==> config.mk <==
export PLATFORM = sky130hd
export DESIGN_NAME = pwm_linear_fade_engine
export DESIGN_NICKNAME = d
export VERILOG_FILES = /design/src/design/plfe_pkg.sv /design/src/design/plfe_dp.sv /design/src/design/plfe_ctrl.sv /design/src/design/pwm_linear_fade_engine.sv
export SDC_FILE = /design/constraint.sdc
export NUM_CORES = 1
export LEC_CHECK = 0
export BUFFER_PORTS_ARGS = -buffer_cell sky130_fd_sc_hd__buf_4
export CAP_MARGIN = 20
export CELL_PAD_IN_SITES_DETAIL_PLACEMENT = 0
export CELL_PAD_IN_SITES_GLOBAL_PLACEMENT = 1
export CORE_MARGIN = 8
export CORE_UTILIZATION = 53
export DETAILED_ROUTE_END_ITERATION = 10
export MAX_ROUTING_LAYER = met4
export PLACE_DENSITY = 0.86
export SLEW_MARGIN = 20
export SYNTH_ARGS = -nofsm -noshare
export SYNTH_HDL_FRONTEND = slang
export SYNTH_SLANG_ARGS = --single-unit
export TNS_END_PERCENT = 100
==> constraint.sdc <==
create_clock -name clock -period 13.55 [get_ports clock]
set_clock_uncertainty 0.05 [all_clocks]
set_input_delay 0.6775 -clock clock [delete_from_list [all_inputs] [get_ports clock]]
set_output_delay 0.6775 -clock clock [all_outputs]
set_load 0.03 [all_outputs]
==> src/design/plfe_pkg.sv <==
// ----------------------------------------------------------------------------
// plfe_pkg
// Shared types and constants for the linear PWM fade engine: payload
// structs, opcodes and the controller/datapath command and status bundles.
// ----------------------------------------------------------------------------
`default_nettype none

package plfe_pkg;

   // opcodes of an input beat
   localparam logic OP_TICK = 1'b0;
   localparam logic OP_FADE = 1'b1;

   localparam int unsigned LEVEL_W = 8;
   localparam int unsigned TIME_W  = 16;
   localparam int unsigned NEXT_W  = 17;
   localparam int unsigned PROD_W  = LEVEL_W + TIME_W;
   localparam int unsigned STEP_W  = 3;

   localparam logic [TIME_W-1:0] INTERVAL_RESET = 16'd20;

   // input beat
   typedef struct packed {
      logic              op;
      logic [LEVEL_W-1:0] target_level;
      logic [TIME_W-1:0]  fade_time;
   } plfe_req_type;

   // result beat
   typedef struct packed {
      logic [LEVEL_W-1:0] duty;
      logic               duty_written;
      logic               fading;
   } plfe_rsp_type;

   // controller to datapath
   typedef struct packed {
      logic              load;      // take the accepted beat, update fade state
      logic              mul;       // form |goal-start| * elapsed
      logic              div_step;  // one restoring divide step
      logic              div_last;  // final step: commit interpolated level
      logic [STEP_W-1:0] step;      // quotient bit of this step
      logic              out_load;  // move result into output register
   } plfe_cmd_type;

   // datapath to controller
   typedef struct packed {
      logic interp;                 // accepted tick needs an interpolated level
   } plfe_sts_type;

endpackage

`default_nettype wire

==> src/design/plfe_dp.sv <==
// ----------------------------------------------------------------------------
// plfe_dp
// Fade datapath: level and timing state, update-interval register,
// multiplier stage, bit-per-cycle restoring divider and result register.
// ----------------------------------------------------------------------------
`default_nettype none

module plfe_dp (
   input  wire                          clock,
   input  wire                          reset,
   input  wire                          csr_we,
   input  wire  [15:0]                  csr_wdata,
   input  wire  plfe_pkg::plfe_req_type req_data,
   input  wire  plfe_pkg::plfe_cmd_type cmd,
   output       plfe_pkg::plfe_sts_type sts,
   output       plfe_pkg::plfe_rsp_type rsp_data
);
   import plfe_pkg::*;

   // architectural fade state
   logic [TIME_W-1:0]  interval_ff;
   logic [LEVEL_W-1:0] current_ff,  current_in;
   logic [LEVEL_W-1:0] start_ff,    start_in;
   logic [LEVEL_W-1:0] goal_ff,     goal_in;
   logic [TIME_W-1:0]  elapsed_ff,  elapsed_in;
   logic [TIME_W-1:0]  length_ff,   length_in;
   logic [NEXT_W-1:0]  next_at_ff,  next_at_in;
   logic               active_ff,   active_in;
   logic               written_ff,  written_in;

   // arithmetic working registers
   logic               neg_ff;
   logic [PROD_W-1:0]  rem_ff,  rem_in;
   logic [LEVEL_W-1:0] quot_ff, quot_in;
   plfe_rsp_type       rsp_ff;

   // tick evaluation
   logic [TIME_W-1:0]  elapsed_nx;
   logic               snap;
   logic               interp;
   logic               neg;
   logic [LEVEL_W-1:0] mag;
   logic [PROD_W-1:0]  div_sh;
   logic [LEVEL_W-1:0] q_signed;

   assign elapsed_nx = elapsed_ff + TIME_W'(1);
   assign snap       = (elapsed_nx >= length_ff);
   assign interp     = !snap && ({1'b0, elapsed_nx} > next_at_ff);
   assign sts.interp = (req_data.op == OP_TICK) && active_ff && interp;

   // sign and magnitude of goal - start
   assign neg = (goal_ff < start_ff);
   assign mag = neg ? (start_ff - goal_ff) : (goal_ff - start_ff);

   // divisor aligned to the current quotient bit
   assign div_sh = {{LEVEL_W{1'b0}}, length_ff} << cmd.step;

   // divide step and level commit
   always_comb begin
      rem_in  = rem_ff;
      quot_in = quot_ff;
      if (rem_ff >= div_sh) begin
         rem_in  = rem_ff - div_sh;
         quot_in = {quot_ff[LEVEL_W-2:0], 1'b1};
      end else begin
         quot_in = {quot_ff[LEVEL_W-2:0], 1'b0};
      end
   end

   // truncation toward zero: negate the magnitude quotient
   assign q_signed = neg_ff ? (~quot_in + LEVEL_W'(1)) : quot_in;

   // fade state update
   always_comb begin
      current_in = current_ff;
      start_in   = start_ff;
      goal_in    = goal_ff;
      elapsed_in = elapsed_ff;
      length_in  = length_ff;
      next_at_in = next_at_ff;
      active_in  = active_ff;
      written_in = written_ff;
      if (cmd.load) begin
         written_in = 1'b0;
         if (req_data.op == OP_FADE) begin
            start_in   = current_ff;
            goal_in    = req_data.target_level;
            length_in  = req_data.fade_time;
            elapsed_in = '0;
            next_at_in = {1'b0, interval_ff};
            active_in  = 1'b1;
         end else if (active_ff) begin
            elapsed_in = elapsed_nx;
            if (snap) begin
               active_in  = 1'b0;
               current_in = goal_ff;
               written_in = 1'b1;
            end else if (interp) begin
               next_at_in = next_at_ff + {1'b0, interval_ff};
               written_in = 1'b1;
            end
         end
      end else if (cmd.div_last) begin
         current_in = start_ff + q_signed;
      end
   end

   // state registers
   always_ff @(posedge clock) begin
      if (reset) begin
         interval_ff <= INTERVAL_RESET;
         current_ff  <= '0;
         start_ff    <= '0;
         goal_ff     <= '0;
         elapsed_ff  <= '0;
         length_ff   <= '0;
         next_at_ff  <= '0;
         active_ff   <= 1'b0;
         written_ff  <= 1'b0;
      end else begin
         if (csr_we) begin
            interval_ff <= csr_wdata;
         end
         current_ff <= current_in;
         start_ff   <= start_in;
         goal_ff    <= goal_in;
         elapsed_ff <= elapsed_in;
         length_ff  <= length_in;
         next_at_ff <= next_at_in;
         active_ff  <= active_in;
         written_ff <= written_in;
      end
   end

   // multiplier, divider and result registers
   always_ff @(posedge clock) begin
      if (cmd.mul) begin
         rem_ff  <= PROD_W'(mag) * PROD_W'(elapsed_ff);
         neg_ff  <= neg;
         quot_ff <= '0;
      end else if (cmd.div_step) begin
         rem_ff  <= rem_in;
         quot_ff <= quot_in;
      end
      if (cmd.out_load) begin
         rsp_ff.duty         <= current_ff;
         rsp_ff.duty_written <= written_ff;
         rsp_ff.fading       <= active_ff;
      end
   end

   assign rsp_data = rsp_ff;

endmodule

`default_nettype wire

==> src/design/plfe_ctrl.sv <==
// ----------------------------------------------------------------------------
// plfe_ctrl
// Sequencer for the fade engine: accepts one beat at a time, runs the
// multiply and divide steps when a tick needs an interpolated level,
// and owns the result valid flag.
// ----------------------------------------------------------------------------
`default_nettype none

module plfe_ctrl (
   input  wire                          clock,
   input  wire                          reset,
   input  wire                          req_valid,
   output logic                         req_stall,
   output logic                         rsp_valid,
   input  wire                          rsp_stall,
   input  wire  plfe_pkg::plfe_sts_type sts,
   output       plfe_pkg::plfe_cmd_type cmd
);
   import plfe_pkg::*;

   typedef enum logic [1:0] {
      ST_IDLE,
      ST_MUL,
      ST_DIV,
      ST_DONE
   } state_type;

   state_type         state_ff, state_in;
   logic [STEP_W-1:0] step_ff,  step_in;
   logic              rsp_valid_ff, rsp_valid_in;
   logic              accept;
   logic              out_free;

   assign req_stall = (state_ff != ST_IDLE);
   assign accept    = req_valid && !req_stall;
   assign out_free  = !rsp_valid_ff || !rsp_stall;

   // next state and commands
   always_comb begin
      state_in     = state_ff;
      step_in      = step_ff;
      rsp_valid_in = rsp_valid_ff && rsp_stall;
      cmd          = '0;
      cmd.step     = step_ff;
      case (state_ff)
         ST_IDLE: begin
            if (accept) begin
               cmd.load = 1'b1;
               state_in = sts.interp ? ST_MUL : ST_DONE;
            end
         end
         ST_MUL: begin
            cmd.mul  = 1'b1;
            step_in  = {STEP_W{1'b1}};
            state_in = ST_DIV;
         end
         ST_DIV: begin
            cmd.div_step = 1'b1;
            step_in      = step_ff - STEP_W'(1);
            if (step_ff == '0) begin
               cmd.div_last = 1'b1;
               state_in     = ST_DONE;
            end
         end
         ST_DONE: begin
            if (out_free) begin
               cmd.out_load = 1'b1;
               rsp_valid_in = 1'b1;
               state_in     = ST_IDLE;
            end
         end
         default: begin
            state_in = ST_IDLE;
         end
      endcase
   end

   // state and registered outputs
   always_ff @(posedge clock) begin
      if (reset) begin
         state_ff     <= ST_IDLE;
         step_ff      <= '0;
         rsp_valid_ff <= 1'b0;
      end else begin
         state_ff     <= state_in;
         step_ff      <= step_in;
         rsp_valid_ff <= rsp_valid_in;
      end
   end

   assign rsp_valid = rsp_valid_ff;

   // a loaded result is presented on the next cycle
   a_out_load_valid: assert property (@(posedge clock) disable iff (reset)
      cmd.out_load |=> rsp_valid_ff)
      else $error("result loaded but not presented");

   // a tick that needs interpolation goes to the multiplier
   a_interp_mul: assert property (@(posedge clock) disable iff (reset)
      (accept && sts.interp) |=> (state_ff == ST_MUL))
      else $error("interpolating tick skipped multiply");

   // the divider ends after the last quotient bit
   a_div_end: assert property (@(posedge clock) disable iff (reset)
      (state_ff == ST_DIV && step_ff == '0) |=> (state_ff == ST_DONE))
      else $error("divider overran its last step");

   // a pending result is never overwritten while stalled
   a_no_overwrite: assert property (@(posedge clock) disable iff (reset)
      cmd.out_load |-> out_free)
      else $error("result register overwritten");

endmodule

`default_nettype wire

==> src/design/pwm_linear_fade_engine.sv <==
// ----------------------------------------------------------------------------
// pwm_linear_fade_engine
// Linear brightness fade for one PWM channel, built as a sequencer and
// a datapath with a registered result beat.
// ----------------------------------------------------------------------------
// Each request beat is either a fade start (op = 1) or a one-millisecond
// tick (op = 0) and yields exactly one result beat carrying the duty level,
// a flag telling whether this beat changed it, and the fading flag. The
// engine works on one beat at a time: a fade start, an idle tick or a tick
// that ends the fade goes from accept to result load; a tick that lands an
// intermediate update runs accept, one multiply, eight restoring divide
// steps (one bit per cycle) and result load. A result waiting in the
// output register delays the next one until it is taken. The update
// interval register (reset value 20 ms) is to be written by the user via
// csr_we / csr_wdata only while the engine is idle, which is not enforced.
`default_nettype none

module pwm_linear_fade_engine (
   input  wire                          clock,
   input  wire                          reset,
   input  wire                          csr_we,
   input  wire  [15:0]                  csr_wdata,
   input  wire                          req_valid,
   output logic                         req_stall,
   input  wire  plfe_pkg::plfe_req_type req_data,
   output logic                         rsp_valid,
   input  wire                          rsp_stall,
   output       plfe_pkg::plfe_rsp_type rsp_data
);
   import plfe_pkg::*;

   plfe_cmd_type cmd;
   plfe_sts_type sts;

   // sequencer
   plfe_ctrl u_ctrl (
      .clock     (clock),
      .reset     (reset),
      .req_valid (req_valid),
      .req_stall (req_stall),
      .rsp_valid (rsp_valid),
      .rsp_stall (rsp_stall),
      .sts       (sts),
      .cmd       (cmd)
   );

   // datapath
   plfe_dp u_dp (
      .clock     (clock),
      .reset     (reset),
      .csr_we    (csr_we),
      .csr_wdata (csr_wdata),
      .req_data  (req_data),
      .cmd       (cmd),
      .sts       (sts),
      .rsp_data  (rsp_data)
   );

endmodule

`default_nettype wire
==> flow_metrics.py <==
metrics = {
    "setup_path": {
        "crit_top_cell": "fa_1",
        "worst-setup-path-type": "flop to flop",
        "start_kind": "flop",
        "reg2reg_slack_ns": 5.40,
        "cp_slowest_cell": "xor2_2",
        "crit_path_max_fanout": 16,
        "critPathRequiredTime_ns": 13.67,
        "end_kind": "flop",
        "crit_arrival_ns": 8.27,
        "max_stage_delay_ns": 0.69,
    },
    "global_route": {
        "grt_overflow": 0,
        "grt_usage": 0.233,
        "grt_pass1_wl_um": 57200,
        "antenna_found_initial": 0,
        "met1_usage": 0.303,
        "grt_pass1_vias": 11114,
        "top_usage_layer": "met2",
        "grt_use_met3": 0.0326,
        "grt_max_degree": 99,
        "grt_util_met2": 0.368,
    },
    "drt": {
        "totalWireLength_um": 34400,
        "ant_nets": 0,
        "drc": 0,
        "vias": 11202,
        "avgRoutedWirePerCell_um": 17.3,
        "drt-initial-drc-count": 786,
        "routed_via_density": 5.63,
        "firstDrtPassIters": 5,
    },
    "clocking": {
        "numCtsBuffers": 17,
        "clock_path_buffers": 2,
        "clk_pin_slew_ns": 0.07,
        "cts_root_buf": "clkbuf_16",
        "cts.sinks": 139,
        "htree_levels": 4,
        "cts_tree": "done",
        "holdBufCountCts": 0,
        "cts.repair.resized": 0,
        "post_cts_buffers": 0,
        "clock_latency_ns": 0.44,
    },
    "sta": {
        "max_freq_mhz": 123,
        "rsz0062_at_grt": "false",
        "tns_ns": 0,
        "slew_violations": 0,
        "hold_viol": 0,
        "period_share": 0.601,
        "tightest_slew_ns": 1.12,
        "slew_headroom": 0.237,
        "min_period_ns": 8.15,
        "final-setup-viol-count": 0,
    },
    "floorplan": {
        "initial_core_util": 0.532,
        "row_count": 59,
        "io_pins": 58,
        "die_area_um2": 31300,
        "fp.dieH_um": 177,
        "die_w_um": 177,
        "core_um2": 25800,
    },
    "synth": {
        "yosysSeqAreaShare": 0.228,
        "synth_edf_count": 35,
        "synth_fp_nets": 1909,
        "syn_avg_cell_area_um2": 8.42,
        "synth.distinct_cells": 67,
        "async_flop_share": 0,
        "synth_area_um2": 13700,
        "synthFlopType": "dfxtp_1",
        "yosys_warnings": 0,
        "synth_seq_cells": 139,
        "postSynthCellCount": 1628,
    },
    "power": {
        "pwr-share-clk": 0.204,
        "powerDensity_nw_per_um2": 162,
        "combPwrFrac": 0.526,
        "p_switching_mw": 1.08,
        "power_switching_share": 0.446,
        "power_leakage_nw": 6.69,
        "internal_power_mw": 1.35,
        "seq_power_share": 0.270,
        "power_mw": 2.43,
        "irDropWorstVdd_uv": 125,
    },
    "place": {
        "portBuffers": 57,
        "place_congestion": 0.924,
        "numPlacedInstances": 1958,
        "hpwl_um": 26000,
    },
    "final_layout": {
        "nets": 1923,
        "area_growth_pct": 9.41,
        "insertedDiodeCount": 0,
        "drive_above_1_share": 0.0755,
        "fillers": 2405,
        "stdcell_count": 1990,
        "final_cell_mix": "inv_1 (178), nand2_1 (160), ha_1 (145)",
        "final_common_cell": "inv_1",
    },
    "outcome": {
        "outcome": "complete, no violations",
    },
    "min_path": {
        "hold_path_class": "input pin to flop",
    },
    "run": {
        "maxCapViolCount": 0,
    },
}
## power groups by stage
| stage | Clock, mW | Combinational (mW) | Sequential [mW] |
|---|---|---|---|
| floorplan | 0 | 0.977 | 0.627 |
| global placement | 0 | 1.24 | 0.660 |
| detailed placement | 0 | 1.25 | 0.663 |
| CTS | 0.504 | 1.26 | 0.654 |
| global route | 0.518 | 1.43 | 0.668 |
| finish | 0.496 | 1.28 | 0.655 |
## registers in the layout (all words and copies together), names as in the netlist, 2 cells and up
signal,count
u_dp.interval_ff,16
u_dp.next_at_ff,17
u_dp.rem_ff,24
u_dp.elapsed_ff,16
u_dp.goal_ff,8
u_dp.length_ff,16
u_dp.rsp_data,10
u_dp.start_ff,8
u_ctrl.step_ff,3
u_dp.current_ff,8
u_dp.quot_ff,7
u_ctrl.state_ff,2
## metrics by stage
step                      worst slack, ns  utilization  instance area [µm²]  hold WS, ns
after detailed placement             5.22        0.558                14400        0.401
after global routing                 4.79        0.582                15000        0.396
after global placement               5.37        0.557                14400        0.391
after floorplan                      6.17            -                13700        0.359
final                                5.40        0.582                15000        0.396
after CTS                            5.11        0.581                15000        0.387
## worst max-delay path, delay by kind of cell (launching register included)
| family | cells | cell delay (ns) |
|---|---|---|
| buf+inv | 4 | 0.21 |
| fa+ha+maj | 7 | 2.98 |
| simple gates | 3 | 0.70 |
| xor+xnor | 2 | 0.83 |
| flops | 1 | 0.34 |
| mux | 2 | 0.41 |
| compound gates | 11 | 2.34 |
## cell type report
cell class	instances	area [µm²]	share of cell area
clock inverters	15	180	0.0120
repair buffers	66	503	0.0335
well taps	335	419	0.0279
multi-input cells	1240	9670	0.645
flip-flops and latches	139	3130	0.209
clock buffers	17	425	0.0284
inverters	178	668	0.0445
## cell families (layout without fill, tap and decap cells)
kind of cell	Yosys count	after routing	synth area share
AO/OA/AOI/OAI	363	363	0.168
flip-flops	139	139	0.228
AND/OR/NAND/NOR	510	510	0.181
multiplexers	55	55	0.0416
adder cells (fa/ha/maj)	235	235	0.263
buffers and inverters	249	276	0.0690
XOR/XNOR	77	77	0.0497
## routing by layer
layer / part of all wire / vias to the layer above / routed length, µm
met2: 0.46 / 240 / 15800
met3: 0.049 / 67 / 1690
met5: 0 / - / 0
met4: 0.025 / 0 / 867
met1: 0.47 / 5350 / 16100
li1: - / 5545 / -
## path summary, 6_finish.rpt
kind,to,startpoint,depth (start not counted)
setup reg to reg,u_dp.rem_ff[22],u_dp.goal_ff[0],29
setup / recovery,u_dp.rem_ff[22],u_dp.goal_ff[0],29
hold / removal,u_dp.interval_ff[2],csr_wdata[2],2
hold reg to reg,u_dp.rsp_data[5],u_dp.current_ff[3],0
## synth_stat cells (8+ instances only)
library cell | number | area share
inv_1 | 178 | 0.049
nand2_1 | 160 | 0.044
ha_1 | 146 | 0.13
nor2_1 | 119 | 0.033
a21oi_1 | 110 | 0.040
dfxtp_1 | 104 | 0.15
fa_1 | 89 | 0.13
and2_1 | 75 | 0.034
o21ai_0 | 74 | 0.027
clkbuf_1 | 60 | 0.016
nor2b_1 | 57 | 0.026
mux2i_1 | 51 | 0.037
a211oi_1 | 49 | 0.027
xnor2_1 | 40 | 0.026
xor2_1 | 36 | 0.023
edfxtp_1 | 35 | 0.077
a21o_1 | 24 | 0.013
o21a_1 | 18 | 0.0099
nand2b_1 | 17 | 0.0078
and3_1 | 16 | 0.0073
nand3_1 | 16 | 0.0058
nor3_1 | 14 | 0.0051
a22oi_1 | 12 | 0.0066
nand4_1 | 12 | 0.0055
a31oi_1 | 11 | 0.0050
or3_1 | 8 | 0.0036
Power figures use the tool's default switching activity.
